<file path="config.mk">
export PLATFORM = sky130hd
export DESIGN_NAME = nmea_zda_sentence_parser
export DESIGN_NICKNAME = d
export VERILOG_FILES = /design/src/hw/rtl/nzda_pkg.sv /design/src/hw/rtl/nzda_step.sv /design/src/hw/rtl/nmea_zda_sentence_parser.sv
export SDC_FILE = /design/constraint.sdc
export NUM_CORES = 1
export LEC_CHECK = 0
export BUFFER_PORTS_ARGS = -buffer_cell sky130_fd_sc_hd__buf_4
export CAP_MARGIN = 20
export CORE_ASPECT_RATIO = 1.2
export CORE_MARGIN = 10
export CORE_UTILIZATION = 50
export CTS_CLUSTER_SIZE = 24
export DETAILED_ROUTE_END_ITERATION = 10
export GPL_TIMING_DRIVEN = 0
export PLACE_DENSITY = 0.71
export SLEW_MARGIN = 15
export SYNTH_ARGS = -nofsm -noshare
export SYNTH_HDL_FRONTEND = slang
export SYNTH_SLANG_ARGS = --single-unit
</file>
<file path="constraint.sdc">
create_clock -name clk -period 5.6 [get_ports clk]
set_clock_uncertainty 0.15 [all_clocks]
set_input_delay 1.12 -clock clk [delete_from_list [all_inputs] [get_ports clk]]
set_output_delay 1.12 -clock clk [all_outputs]
set_load 0.01 [all_outputs]
</file>
<file path="src/hw/rtl/nzda_pkg.sv">
// Package for the ZDA sentence parser: status and field codes, parser state
// and result structs, and small character helpers. No dependencies.
package nzda_pkg;

	typedef enum logic [3:0] {
		ST_OK_CK       = 4'd0,
		ST_OK_NOCK     = 4'd1,
		ST_NOT_ZDA     = 4'd2,
		ST_NO_FIX      = 4'd3,
		ST_EXTRA_COMMA = 4'd4,
		ST_TRAIL_COMMA = 4'd5,
		ST_BAD_STAR    = 4'd6,
		ST_NO_FIRST    = 4'd7,
		ST_BAD_CHAR    = 4'd8,
		ST_TRUNC       = 4'd9,
		ST_BAD_TIME    = 4'd10,
		ST_BAD_MONTH   = 4'd11,
		ST_BAD_DAY     = 4'd12,
		ST_BAD_TZ      = 4'd13,
		ST_BAD_MZ      = 4'd14,
		ST_BAD_CK      = 4'd15
	} status_t;

	typedef enum logic [2:0] {
		F_NONE  = 3'd0,
		F_TIME  = 3'd1,
		F_DAY   = 3'd2,
		F_MONTH = 3'd3,
		F_YEAR  = 3'd4,
		F_TZ    = 3'd5,
		F_MZ    = 3'd6,
		F_CK    = 3'd7
	} field_t;

	localparam logic [2:0] PREFIX_LEN = 3'd6;
	localparam int TDATA_W = 88;

	typedef struct packed {
		logic [2:0]         prefix_pos;
		field_t             field;
		logic [3:0]         digit_count;
		logic [13:0]        acc;
		logic               neg;
		status_t            status;
		logic               err;
		logic               time_seen;
		logic [1:0]         ck_nib;
		logic [6:0]         hour;
		logic [6:0]         minute;
		logic [6:0]         second;
		logic [9:0]         millisecond;
		logic [6:0]         day;
		logic [6:0]         month;
		logic [13:0]        year;
		logic signed [7:0]  zone_hours;
		logic signed [7:0]  zone_minutes;
	} state_t;

	typedef struct packed {
		status_t            status;
		logic [6:0]         hour;
		logic [6:0]         minute;
		logic [6:0]         second;
		logic [9:0]         millisecond;
		logic [6:0]         day;
		logic [6:0]         month;
		logic [13:0]        year;
		logic signed [7:0]  zone_hours;
		logic signed [7:0]  zone_minutes;
		logic [7:0]         checksum_value;
	} result_t;

	localparam state_t STATE_RESET = '{
		prefix_pos: 3'd0, field: F_NONE, digit_count: 4'd0, acc: 14'd0, neg: 1'b0,
		status: ST_OK_CK, err: 1'b0, time_seen: 1'b0, ck_nib: 2'd0,
		hour: 7'd0, minute: 7'd0, second: 7'd0, millisecond: 10'd0,
		day: 7'd0, month: 7'd0, year: 14'd0, zone_hours: 8'sd0, zone_minutes: 8'sd0
	};

	function automatic logic [7:0] head_char(input logic [2:0] pos);
		case (pos)
			3'd0:    head_char = "$";
			3'd1:    head_char = "G";
			3'd2:    head_char = "P";
			3'd3:    head_char = "Z";
			3'd4:    head_char = "D";
			3'd5:    head_char = "A";
			default: head_char = 8'h00;
		endcase
	endfunction

	function automatic logic [3:0] field_digits(input field_t f);
		case (f)
			F_TIME:  field_digits = 4'd10;
			F_DAY:   field_digits = 4'd2;
			F_MONTH: field_digits = 4'd2;
			F_YEAR:  field_digits = 4'd4;
			F_TZ:    field_digits = 4'd2;
			F_MZ:    field_digits = 4'd2;
			default: field_digits = 4'd0;
		endcase
	endfunction

	// {valid, nibble} for upper-case hex digits
	function automatic logic [4:0] hex_val(input logic [7:0] c);
		logic [7:0] t;
		t = 8'd0;
		if (c inside {["0":"9"]}) begin
			t = c - 8'h30;
			hex_val = {1'b1, t[3:0]};
		end else if (c inside {["A":"F"]}) begin
			t = c - 8'h37;
			hex_val = {1'b1, t[3:0]};
		end else begin
			hex_val = 5'd0;
		end
	endfunction

endpackage

</file>
<file path="src/hw/rtl/nzda_step.sv">
// One character step of the ZDA parser: next parser state and the result
// that a final character would give. Pure logic; uses nzda_pkg.
module nzda_step
	import nzda_pkg::*;
(
	input  state_t     cur,
	input  logic [7:0] ch,
	output state_t     nxt,
	output result_t    res
);

	logic        done;
	logic        partial;
	logic [4:0]  hx;
	logic [13:0] acc_dig;
	logic [3:0]  dc_inc;
	logic [7:0]  mag8;
	logic        is_digit;

	assign hx       = hex_val(ch);
	assign is_digit = ch inside {["0":"9"]};
	assign acc_dig  = {cur.acc[10:0], 3'b000} + {cur.acc[12:0], 1'b0} + {10'd0, ch[3:0]};
	assign dc_inc   = cur.digit_count + 4'd1;
	assign mag8     = acc_dig[7:0];
	assign done     = (cur.field != F_NONE) && (cur.field != F_CK)
		&& (cur.digit_count == field_digits(cur.field));
	assign partial  = (cur.field != F_NONE) && (cur.field != F_CK) && !done
		&& ((cur.digit_count != 4'd0) || cur.neg);

	always_comb begin
		nxt = cur;
		if (!cur.err) begin
			if (cur.prefix_pos < PREFIX_LEN) begin
				if (ch == head_char(cur.prefix_pos)) begin
					nxt.prefix_pos = cur.prefix_pos + 3'd1;
				end else begin
					nxt.err = 1'b1; nxt.status = ST_NOT_ZDA;
				end
			end else if (cur.field == F_CK && cur.ck_nib != 2'd0) begin
				// second hex digit; anything after that is ignored
				if (cur.ck_nib == 2'd1) begin
					if (!hx[4]) begin
						nxt.err = 1'b1; nxt.status = ST_BAD_CK;
					end else begin
						nxt.acc = {cur.acc[9:0], hx[3:0]};
						nxt.ck_nib = 2'd2;
					end
				end
			end else if (ch == "," || ch == "*") begin
				if (partial) begin
					nxt.err = 1'b1;
					nxt.status = (cur.field == F_TIME && cur.digit_count == 4'd6)
						? ST_BAD_TIME : ST_BAD_CHAR;
				end else if (ch == ",") begin
					if (cur.field == F_MZ) begin
						nxt.err = 1'b1; nxt.status = ST_EXTRA_COMMA;
					end else if (cur.field == F_CK) begin
						nxt.err = 1'b1; nxt.status = ST_TRAIL_COMMA;
					end else begin
						nxt.field = field_t'(cur.field + 3'd1);
						nxt.digit_count = 4'd0; nxt.acc = 14'd0; nxt.neg = 1'b0;
					end
				end else begin
					if (cur.field != F_MZ) begin
						nxt.err = 1'b1; nxt.status = ST_BAD_STAR;
					end else begin
						nxt.field = F_CK;
						nxt.digit_count = 4'd0; nxt.acc = 14'd0; nxt.neg = 1'b0;
					end
				end
			end else if (cur.field == F_NONE) begin
				nxt.err = 1'b1; nxt.status = ST_NO_FIRST;
			end else if (cur.field == F_CK) begin
				if (!cur.time_seen) begin
					nxt.err = 1'b1; nxt.status = ST_NO_FIX;
				end else if (!hx[4]) begin
					nxt.err = 1'b1; nxt.status = ST_BAD_CK;
				end else begin
					nxt.acc = {10'd0, hx[3:0]};
					nxt.ck_nib = 2'd1;
				end
			end else if (done) begin
				nxt.err = 1'b1; nxt.status = ST_BAD_CHAR;
			end else if (cur.field == F_TIME && cur.digit_count == 4'd6) begin
				if (ch == ".") begin
					nxt.digit_count = 4'd7;
				end else begin
					nxt.err = 1'b1; nxt.status = ST_BAD_TIME;
				end
			end else if (ch == "-" && (cur.field == F_TZ || cur.field == F_MZ)
				&& cur.digit_count == 4'd0 && !cur.neg) begin
				nxt.neg = 1'b1;
			end else if (is_digit) begin
				nxt.acc = acc_dig;
				nxt.digit_count = dc_inc;
				if (cur.field == F_TIME) begin
					case (dc_inc)
						4'd2: begin
							nxt.hour = acc_dig[6:0]; nxt.acc = 14'd0;
						end
						4'd4: begin
							nxt.minute = acc_dig[6:0]; nxt.acc = 14'd0;
						end
						4'd6: begin
							nxt.second = acc_dig[6:0]; nxt.acc = 14'd0;
						end
						4'd10: begin
							nxt.millisecond = acc_dig[9:0]; nxt.acc = 14'd0;
							nxt.time_seen = 1'b1;
						end
						default: ;
					endcase
				end else if (dc_inc == field_digits(cur.field)) begin
					case (cur.field)
						F_DAY: begin
							nxt.day = acc_dig[6:0];
							if (acc_dig > 14'd31) begin
								nxt.err = 1'b1; nxt.status = ST_BAD_DAY;
							end
						end
						F_MONTH: begin
							nxt.month = acc_dig[6:0];
							if (acc_dig > 14'd12) begin
								nxt.err = 1'b1; nxt.status = ST_BAD_MONTH;
							end
						end
						F_YEAR: nxt.year = acc_dig;
						F_TZ: begin
							nxt.zone_hours = cur.neg ? -mag8 : mag8;
							if (acc_dig > 14'd13) begin
								nxt.err = 1'b1; nxt.status = ST_BAD_TZ;
							end
						end
						F_MZ: begin
							nxt.zone_minutes = cur.neg ? -mag8 : mag8;
							if (acc_dig > 14'd60) begin
								nxt.err = 1'b1; nxt.status = ST_BAD_MZ;
							end
						end
						default: ;
					endcase
				end
			end else begin
				nxt.err = 1'b1; nxt.status = ST_BAD_CHAR;
			end
		end
	end

	always_comb begin
		res.hour = nxt.hour;
		res.minute = nxt.minute;
		res.second = nxt.second;
		res.millisecond = nxt.millisecond;
		res.day = nxt.day;
		res.month = nxt.month;
		res.year = nxt.year;
		res.zone_hours = nxt.zone_hours;
		res.zone_minutes = nxt.zone_minutes;
		res.checksum_value = 8'd0;
		if (nxt.err) begin
			res.status = nxt.status;
		end else if (nxt.prefix_pos < PREFIX_LEN) begin
			res.status = ST_NOT_ZDA;
		end else if (nxt.field == F_CK) begin
			if (!nxt.time_seen) begin
				res.status = ST_NO_FIX;
			end else if (nxt.ck_nib == 2'd2) begin
				res.status = ST_OK_CK;
				res.checksum_value = nxt.acc[7:0];
			end else begin
				res.status = ST_OK_NOCK;
			end
		end else begin
			res.status = ST_TRUNC;
		end
	end

endmodule

</file>
<file path="src/hw/rtl/nmea_zda_sentence_parser.sv">
// Top level of the ZDA sentence parser: input register, parser state,
// result register and stream handshakes. Uses nzda_pkg and nzda_step.
//
//   channel | dir | payload
//   s_*     | in  | tdata[7:0] char_in, tlast is_last
//   m_*     | out | tuser[3:0] status, tdata hour..checksum_value
//
// One character per cycle while no stall on m_* holds a final character;
// a result passes the input register, then the result register.
// The parser state advances in the cycle the registered character is used.
// Reset clears the parser state and both valid flags.
// A stall on m_* holds only a final character in the input register;
// other characters keep flowing while a result waits.
module nmea_zda_sentence_parser
	import nzda_pkg::*;
(
	input  logic               clk,
	input  logic               arst_n,
	input  logic               s_tvalid,
	output logic               s_tready,
	input  logic [7:0]         s_tdata,   // [7:0] char_in
	input  logic               s_tlast,   // is_last
	output logic               m_tvalid,
	input  logic               m_tready,
	output logic [TDATA_W-1:0] m_tdata,   // hour, minute, second, millisecond, day, month,
	                                      // year, zone_hours, zone_minutes, checksum_value
	output logic [3:0]         m_tuser    // [3:0] status
);

	logic       valid_s1;
	logic [7:0] char_s1;
	logic       last_s1;
	state_t     state_q;
	state_t     state_nxt;
	result_t    res;
	result_t    res_q;
	logic       m_valid_q;
	logic       out_free;
	logic       take_s1;

	assign out_free = !m_valid_q || m_tready;
	assign take_s1  = valid_s1 && (!last_s1 || out_free);
	assign s_tready = !valid_s1 || take_s1;

	always_ff @(posedge clk or negedge arst_n) begin
		if (!arst_n) begin
			valid_s1 <= 1'b0;
		end else if (s_tready) begin
			valid_s1 <= s_tvalid;
		end
	end

	always_ff @(posedge clk) begin
		if (s_tready && s_tvalid) begin
			char_s1 <= s_tdata;
			last_s1 <= s_tlast;
		end
	end

	nzda_step u_step (
		.cur (state_q),
		.ch  (char_s1),
		.nxt (state_nxt),
		.res (res)
	);

	// a final character sends the parser back to its reset state
	always_ff @(posedge clk or negedge arst_n) begin
		if (!arst_n) begin
			state_q <= STATE_RESET;
		end else if (take_s1) begin
			state_q <= last_s1 ? STATE_RESET : state_nxt;
		end
	end

	always_ff @(posedge clk or negedge arst_n) begin
		if (!arst_n) begin
			m_valid_q <= 1'b0;
		end else if (take_s1 && last_s1) begin
			m_valid_q <= 1'b1;
		end else if (m_tready) begin
			m_valid_q <= 1'b0;
		end
	end

	always_ff @(posedge clk) begin
		if (take_s1 && last_s1) begin
			res_q <= res;
		end
	end

	assign m_tvalid = m_valid_q;
	assign m_tuser  = res_q.status;
	assign m_tdata  = {5'd0, res_q.checksum_value, res_q.zone_minutes, res_q.zone_hours,
		res_q.year, res_q.month, res_q.day, res_q.millisecond,
		res_q.second, res_q.minute, res_q.hour};

`ifndef ASSERT_OFF
	a_rise_after_last: assert property (@(posedge clk) disable iff (!arst_n)
		$rose(m_tvalid) |-> $past(valid_s1 && last_s1))
		else $error("result appeared without a final character");

	a_reset_after_last: assert property (@(posedge clk) disable iff (!arst_n)
		(take_s1 && last_s1) |=> (state_q.prefix_pos == 3'd0 && !state_q.err
			&& state_q.field == F_NONE))
		else $error("parser state not cleared after final character");

	a_ck_only_ok: assert property (@(posedge clk) disable iff (!arst_n)
		(m_tvalid && m_tuser != ST_OK_CK) |-> (m_tdata[82:75] == 8'd0))
		else $error("checksum value reported without ok_checksum");
`endif

endmodule

</file>
==> results_dict.tcl, run 1 <==
set metrics [dict create \
    grt_pass1_vias 9143 \
    status "complete, no violations" \
    nets 1234 \
    drt-initial-drc-count 790 \
    p_leak_nw 5.64 \
    ir_drop_mv 0.183 \
    final-setup-viol-count 0 \
    yosys.area.top_type "edfxtp_1" \
    synth_edf_count 96 \
    netSwitchingFraction 0.245 \
    antenna_found_initial 0 \
    cts_resized 0 \
    fillCellCount 1850 \
    rows 60 \
    arrival_ns 5.44 \
    post_cts_buffers 0 \
    crit_path_max_incr_delay_ns 0.73 \
    synth_top_area_share 0.256 \
    cts_max_level 1 \
    hold_class "reg2reg" \
    startpoint_type "flip-flop" \
    ys_seq_area_frac 0.499 \
    gp_congestion 1.03 \
    synthCells 1043 \
    power.density_mw_per_mm2 257 \
    io_buffers 101 \
    clk_latency_ns 0.52 \
    synthArstFlopShare 0.532 \
    pwr-share-clk 0.432 \
    internal_power_w 0.00255 \
    viasPerCell 6.29 \
    synth_warnings 0 \
    max-cap-violations 0 \
    wire_per_inst_um 23.7 \
    timing.final.crit_period_ns 5.30 \
    drive_gt1_frac 0.188 \
    hold_viol 0 \
    layout_commonest_cell "dfrtp_1" \
    core_sq_mm 0.0223 \
    start_util 0.505 \
    hpwl_um 25900 \
    die_x_um 157 \
    detail-route-antenna-nets 0 \
    die_y_um 184 \
    rsz0062_at_grt "false" \
    clk_pin_slew_ns 0.06 \
    cts_tree "yes" \
    drcViolationCount 0 \
    grt_max_degree 72 \
    ys_ff_latch 205 \
    final_area_sq_mm 0.0132 \
    pwr-share-seq 0.483 \
    dieArea_sq_mm 0.0289 \
    syn_to_final_growth_pct 17.2 \
    ios 107 \
    wirelength_um 34900 \
    syn_area_per_cell_sq_um 10.8 \
    cpMaxStageDelayCell "clkbuf_1" \
    relSlewSlack 0.207 \
    post_dp_cell_area_sq_mm 0.0124 \
    clock_path_buffers 3 \
    track_usage 0.238 \
    tns_ns 0 \
    path_class "reg2reg" \
    worst_slew_pin_slew_ns 1.18 \
    path_cells "clkbuf_1 > inv_1 > ha_1 > nand3_1 > mux2i_1 > o2111ai_1 > or3b_1 > a21oi_1 > o211ai_2 > or2_1 > a211oi_1" \
    fmax_mhz 189 \
    dr_total_vias 9246 \
    syn_area_sq_mm 0.0113 \
    hold_buffers 0 \
    final_cell_mix "dfrtp_1 (109), buf_4 (105), nand2_1 (100), edfxtp_1 (96), a22o_1 (72)" \
    netSwitchingPower_w 0.000830 \
    fin_crit_sh 0.947 \
    hold_slack_ns 0.332 \
    synth_flop_cell "dfrtp_1" \
    cts-root-buf "clkbuf_16" \
    cts_made_buffers 22 \
    total_power_w 0.00338 \
    slew_violations 0 \
    grt_pass1_wl_um 53800 \
    crit_fanout 10 \
    end_kind "flip-flop" \
    grt-ovfl-total 0 \
    antenna_cells 0 \
    dr.pass1.iters 7 \
    yosys-top-cells-area "edfxtp_1 (26%), dfrtp_1 (24%), a22o_1 (5.6%)" \
    cts_sinks 205 \
    cp.required_ns 5.74 \
    power_frac_comb 0.085 \
    ys_types 83 \
]
## through the flow
stage	util	instances	setup WS [ns]
after global placement	0.555	1427	0.329
after floorplan	-	1047	1.52
after detailed placement	0.558	1430	0.396
after CTS	0.591	1470	0.378
final	0.591	1470	0.297
after global routing	0.591	1470	0.111
## power by group through the flow
| stage | clock network [W] | registers, W | logic [W] |
|---|---|---|---|
| floorplan | 0 | 0.00167 | 0.000137 |
| global route | 0.00154 | 0.00164 | 0.000311 |
| global placement | 0 | 0.00167 | 0.000279 |
| finish | 0.00146 | 0.00163 | 0.000288 |
| CTS | 0.00148 | 0.00163 | 0.000290 |
| detailed placement | 0 | 0.00166 | 0.000288 |
## worst paths after layout
kind / start / endpoint / slack, ns / depth (start not counted)
setup / recovery: char_s1[0]$_DFFE_PP_ / m_tdata[81]$_SDFFCE_PP0P_ / 0.30 / 11
min in group asynchronous: arst_n / state_q[3]$_DFFE_PN0P_ / 0.37 / 1
hold reg to reg: state_q[72]$_DFFE_PN0P_ / state_q[72]$_DFFE_PN0P_ / 0.33 / 2
max in group asynchronous: arst_n / state_q[80]$_DFFE_PN0P_ / 4.19 / 2
setup reg to reg: char_s1[0]$_DFFE_PP_ / m_tdata[81]$_SDFFCE_PP0P_ / 0.30 / 11
hold / removal: state_q[72]$_DFFE_PN0P_ / state_q[72]$_DFFE_PN0P_ / 0.33 / 2
## layout make-up
class | count | area [sq um] | area share
plain buffers | 59 | 275 | 0.0209
multi-input cells | 751 | 5270 | 0.400
flip-flops and latches | 205 | 5610 | 0.425
repair buffers | 104 | 822 | 0.0623
clock buffers | 30 | 674 | 0.0511
clock inverters | 10 | 62.6 | 0.00474
well taps | 279 | 349 | 0.0265
inverters | 32 | 123 | 0.00930
## cells by family after synthesis
family | synth area share
xor+xnor | 0.0202
mux | 0.0613
other cells | 0.000333
fa+ha+maj | 0.0525
compound gates | 0.199
simple gates | 0.133
flops | 0.499
buf+inv | 0.0351
## synthesized netlist by cell type, types with 32 or more instances
cell type and instances:
dfrtp_1 109, nand2_1 100, edfxtp_1 96, a22o_1 72
o21ai_0 64, nor2_1 63, mux2_2 53, clkbuf_1 45
ha_1 44, a21oi_1 41, inv_1 32
## routing by layer
layer / GRT usage / vias to the layer above / part of all wire
li1: - / 4201 / -
met1: 0.302 / 4586 / 0.41
met2: 0.402 / 377 / 0.49
met3: 0.0380 / 82 / 0.064
met4: 0.0873 / 0 / 0.035
met5: 0 / - / 0
## state kept, by name, indices dropped and copies added (netlist names)
signal and cells:
last_s1 1, state_q 107, m_tdata 83, m_tvalid 1, m_tuser 4, valid_s1 1, char_s1 8
## critical path, delay by kind of cell, from the launching register on
family / cells / cell delay [ns]
mux: 1 / 0.45
compound gates: 4 / 1.30
flops: 1 / 0.50
buf+inv: 2 / 1.26
simple gates: 3 / 0.98
fa+ha+maj: 1 / 0.41
(Power assumes the default switching activity.)
==> inputs of run 2 (changes only) <==
==> constraint.sdc (replaced) <==
create_clock -name clk -period 5.6 [get_ports clk]
set_clock_uncertainty 0.15 [all_clocks]
set_input_delay 0.28 -clock clk [delete_from_list [all_inputs] [get_ports clk]]
set_output_delay 0.28 -clock clk [all_outputs]
set_load 0.01 [all_outputs]
==> run 2 against run 1 <==
Compared with the run above:
- first-iteration DRC count down 0.76%
- combinational power grew 3%
- total power rose by 0.21%
- global-route usage is 0.055 points higher
- final cell count grew 0.88%
- via count about the same
- critical path type unchanged
- highest routed layer unchanged
==> results_dict.tcl, run 2 (same netlist as run 1, synthesis figures left out) <==
set metrics [dict create \
    status "complete, no violations" \
    antenna_found_initial 0 \
    cts_made_buffers 22 \
    cts-root-buf "clkbuf_16" \
    core_sq_mm 0.0223 \
    grt_pass1_wl_um 53900 \
    fin_crit_sh 0.949 \
    wire_per_inst_um 23.6 \
    final-setup-viol-count 0 \
    total_power_w 0.00339 \
    die_x_um 157 \
    clk_pin_slew_ns 0.06 \
    nets 1247 \
    hold_class "in2async" \
    grt_max_degree 72 \
    syn_to_final_growth_pct 18.3 \
    power.density_mw_per_mm2 255 \
    die_y_um 184 \
    rows 60 \
    tns_ns 0 \
    drcViolationCount 0 \
    cts_sinks 205 \
    gp_congestion 1.03 \
    ir_drop_mv 0.182 \
    hold_viol 0 \
    io_buffers 101 \
    startpoint_type "flip-flop" \
    clock_path_buffers 3 \
    final_cell_mix "dfrtp_1 (109), buf_4 (105), nand2_1 (100), edfxtp_1 (96), a22o_1 (72)" \
    dieArea_sq_mm 0.0289 \
    fmax_mhz 188 \
    hold_buffers 13 \
    cts_tree "yes" \
    grt_pass1_vias 9204 \
    grt-ovfl-total 0 \
    worst_slew_pin_slew_ns 1.12 \
    layout_commonest_cell "dfrtp_1" \
    drive_gt1_frac 0.186 \
    timing.final.crit_period_ns 5.32 \
    antenna_cells 0 \
    clk_latency_ns 0.52 \
    p_leak_nw 5.70 \
    ios 107 \
    drt-initial-drc-count 784 \
    cp.required_ns 5.74 \
    viasPerCell 6.24 \
    track_usage 0.239 \
    arrival_ns 5.45 \
    post_cts_buffers 0 \
    detail-route-antenna-nets 0 \
    max-cap-violations 0 \
    path_class "reg2reg" \
    dr.pass1.iters 5 \
    wirelength_um 35000 \
    end_kind "flip-flop" \
    dr_total_vias 9249 \
    slew_violations 0 \
    hpwl_um 25900 \
    start_util 0.505 \
    cts_max_level 1 \
    largest_reg_flops 107 \
    fillCellCount 1829 \
    crit_fanout 10 \
    relSlewSlack 0.245 \
    cts_resized 0 \
    max_flop_register "state_q" \
    rsz0062_at_grt "false" \
]
==> run 2: worst max-delay path, stage by stage (launching register included) <==
cell       delay, ns
edfxtp_1        0.49
clkbuf_1        0.75
inv_1           0.54
ha_1            0.42
nand3_1         0.26
mux2i_1         0.46
o2111ai_1       0.24
or3b_1          0.39
a21oi_1         0.44
o211ai_2        0.28
or2_1           0.32
a211oi_1        0.34
==> run 2: path summary, 6_finish.rpt <==
kind	start	end	slack (ns)	cells after the start
max	char_s1[0]$_DFFE_PP_	m_tdata[81]$_SDFFCE_PP0P_	0.28	11
min	arst_n	state_q[3]$_DFFE_PN0P_	0.10	2
max reg2reg	char_s1[0]$_DFFE_PP_	m_tdata[81]$_SDFFCE_PP0P_	0.28	11
min reg2reg	state_q[72]$_DFFE_PN0P_	state_q[72]$_DFFE_PN0P_	0.33	2
max in group asynchronous	arst_n	state_q[80]$_DFFE_PN0P_	4.46	3
min in group clk	state_q[72]$_DFFE_PN0P_	state_q[72]$_DFFE_PN0P_	0.33	2
==> run 2: final cells by class <==
| class | instances | area (sq um) | area share |
|---|---|---|---|
| Sequential cell | 205 | 5610 | 0.421 |
| Buffer | 59 | 275 | 0.0207 |
| Tap cell | 279 | 349 | 0.0262 |
| Clock inverter | 10 | 62.6 | 0.00470 |
| Clock buffer | 30 | 674 | 0.0506 |
| Timing Repair Buffer | 117 | 952 | 0.0715 |
| Inverter | 32 | 123 | 0.00921 |
| Multi-Input combinational cell | 751 | 5270 | 0.396 |
==> run 2: through the flow <==
step	hold slack, ns	cells	instance area (sq um)	worst slack (ns)	util
after global routing	0.138	1483	13300	0.111	0.597
after global placement	0.309	1427	12400	0.342	0.555
after CTS	0.124	1483	13300	0.378	0.597
after detailed placement	0.0740	1430	12400	0.396	0.558
after floorplan	-0.166	1047	11300	1.52	-
final	0.100	1483	13300	0.283	0.597
==> run 2: layer usage <==
| layer | vias up | global-route usage | wire length [um] |
|---|---|---|---|
| li1 | 4232 | - | - |
| met1 | 4558 | 0.302 | 14500 |
| met2 | 391 | 0.404 | 17000 |
| met3 | 68 | 0.0382 | 2250 |
| met4 | 0 | 0.0873 | 1200 |
| met5 | - | 0 | 0 |
==> run 2: report_power, final <==
part           switching (W)  internal (W)
Clock               0.000611      0.000850
Sequential         0.0000229       0.00161
Combinational       0.000197     0.0000985
Total               0.000831       0.00256
==> inputs of run 3 (changes only) <==
--- a/config.mk
+++ b/config.mk
@@ -7,13 +7,15 @@
 export LEC_CHECK = 0
 export BUFFER_PORTS_ARGS = -buffer_cell sky130_fd_sc_hd__buf_4
 export CAP_MARGIN = 20
+export CELL_PAD_IN_SITES_DETAIL_PLACEMENT = 1
+export CELL_PAD_IN_SITES_GLOBAL_PLACEMENT = 2
 export CORE_ASPECT_RATIO = 1.2
 export CORE_MARGIN = 10
-export CORE_UTILIZATION = 50
+export CORE_UTILIZATION = 40
 export CTS_CLUSTER_SIZE = 24
 export DETAILED_ROUTE_END_ITERATION = 10
 export GPL_TIMING_DRIVEN = 0
-export PLACE_DENSITY = 0.71
+export PLACE_DENSITY = 0.83
 export SLEW_MARGIN = 15
 export SYNTH_ARGS = -nofsm -noshare
 export SYNTH_HDL_FRONTEND = slang
==> run 3 against run 2 <==
Compared with the run above:
- design area increased by 1.1%
- die area increased by 22%
- critical path depth up 1
- combinational power rose by 1%
- clock power about the same
- core utilization fell by 11 points
- flip-flop and latch count stayed put
- global-route usage fell by 2.4 points
- first-iteration DRC count down 34%
- count of clock-buffer cells in the layout unchanged
- largest cell class unchanged
==> results_dict.tcl, run 3 (same netlist as run 1, synthesis figures left out) <==
set metrics [dict create \
    start_util 0.404 \
    rrSetupSlack_ns 0.24 \
    relSlewSlack 0.347 \
    worst_slew_pin_slew_ns 0.971 \
    multi_input_area_sq_mm 0.00527 \
    final-setup-viol-count 0 \
    end_kind "flip-flop" \
    fillCellCount 3034 \
    startpoint_type "flip-flop" \
    ios 107 \
    cts_max_level 1 \
    drive_gt1_frac 0.186 \
    pwr-share-seq 0.478 \
    grt-ovfl-total 0 \
    slew_violations 0 \
    antenna_cells 0 \
    dpl.cell_count 1530 \
    hold_viol 0 \
    cts_made_buffers 23 \
    regArea_sq_mm 0.00561 \
    nets 1249 \
    status "complete, no violations" \
    regToRegEndpoint "m_tdata[76]$_SDFFCE_PP0P_" \
    tns_ns 0 \
    grt_pass1_wl_um 60000 \
    drt-initial-drc-count 520 \
    grt_max_degree 78 \
    max-cap-violations 0 \
    gp_congestion 0.943 \
    r2r_start "char_s1[0]$_DFFE_PP_" \
    wirelength_um 38500 \
    path_class "reg2reg" \
    rsz0062_at_grt "true" \
    io_buffers 101 \
    hpwl_um 28900 \
    drcViolationCount 0 \
    layout_commonest_cell "dfrtp_1" \
    cts_sinks 205 \
    power.density_mw_per_mm2 254 \
    fin_util 0.484 \
    largest_reg_flops 107 \
    crit_fanout 10 \
    wire_per_inst_um 24.3 \
    final_cells 1585 \
    timing.final.crit_period_ns 5.36 \
    arrival_ns 5.46 \
    syn_to_final_growth_pct 19.6 \
    clk_latency_ns 0.51 \
    die_y_um 204 \
    netSwitchingFraction 0.244 \
    netSwitchingPower_w 0.000833 \
    cts_tree "yes" \
    track_usage 0.215 \
    viasPerCell 5.80 \
    power_frac_comb 0.088 \
    clock_path_buffers 3 \
    p_leak_nw 5.69 \
    detail-route-antenna-nets 0 \
    dieArea_sq_mm 0.0353 \
    hold_class "in2async" \
    cts-root-buf "clkbuf_16" \
    final_cell_mix "dfrtp_1 (109), buf_4 (105), nand2_1 (100), edfxtp_1 (96), a22o_1 (72)" \
    cp.required_ns 5.69 \
    grt_pass1_vias 9787 \
    die_x_um 173 \
    ir_drop_mv 0.189 \
    dr.pass1.iters 6 \
    reg2reg_depth 12 \
    fmax_mhz 186 \
    core_sq_mm 0.0278 \
    antenna_found_initial 0 \
    pwr-share-clk 0.434 \
    internal_power_w 0.00259 \
    fin_crit_sh 0.958 \
    rows 67 \
    dr_total_vias 9189 \
    clk_pin_slew_ns 0.06 \
    max_flop_register "state_q" \
]
[run 3: repair_timing]
action                                  CTS  global route
setup buffers                             0             0
gates resized for setup                   0             2
endpoints found under the setup margin    0             3
hold buffers                             13             0
hold endpoints to repair                120             0
[run 3: cell type report]
cell class,count,share of cell area
buffer,59,0.0209
clock buffer,30,0.0462
clock inverter,11,0.00883
inverter,32,0.00911
multi-input combinational,751,0.392
sequential,205,0.417
tap,379,0.0352
timing repair buffer,118,0.0711
[run 3: worst max-delay path by stage]
stage	startpoint	to
2_1_floorplan	char_s1[3]$_DFFE_PP_	m_tdata[78]$_SDFFCE_PP0P_
3_3_place_gp	char_s1[0]$_DFFE_PP_	m_tdata[81]$_SDFFCE_PP0P_
3_5_place_dp	char_s1[0]$_DFFE_PP_	m_tdata[82]$_SDFFCE_PP0P_
4_1_cts	char_s1[0]$_DFFE_PP_	m_tdata[81]$_SDFFCE_PP0P_
5_1_grt	char_s1[0]$_DFFE_PP_	m_tdata[76]$_SDFFCE_PP0P_
6_report	char_s1[0]$_DFFE_PP_	m_tdata[76]$_SDFFCE_PP0P_
[run 3: through the flow]
step	instance area [sq um]	setup slack (ns)	hold slack, ns	power, W
2_1_floorplan	11300	1.52	-0.166	0.00181
3_3_place_gp	12500	0.104	0.309	0.00195
3_5_place_dp	12600	0.181	0.0546	0.00196
4_1_cts	13400	0.172	0.110	0.00345
5_1_grt	13500	-0.0518	0.140	0.00354
6_report	13500	0.237	0.0996	0.00342
[run 3: power groups by stage]
stage | clock, W | sequential [W] | combinational (W)
global route | 0.00158 | 0.00164 | 0.000325
detailed placement | 0 | 0.00166 | 0.000295
floorplan | 0 | 0.00167 | 0.000137
CTS | 0.00151 | 0.00163 | 0.000304
global placement | 0 | 0.00167 | 0.000286
finish | 0.00149 | 0.00163 | 0.000300
[run 3: routing by layer]
layer,global-route usage,part of all wire
met1,0.263,0.42
met2,0.380,0.50
met3,0.0305,0.044
met4,0.0759,0.036
met5,0,0
[run 3: worst max-delay path, cell delays in order, from the launching register on]
cell             delay [ns]
edfxtp_1               0.52
clkdlybuf4s15_1        0.67
inv_1                  0.74
ha_1                   0.35
mux2_2                 0.19
and4_1                 0.22
clkbuf_1               0.44
o21ai_0                0.43
nor2_1                 0.41
o32ai_1                0.13
a221o_1                0.40
a22oi_1                0.36
nor4_1                 0.09
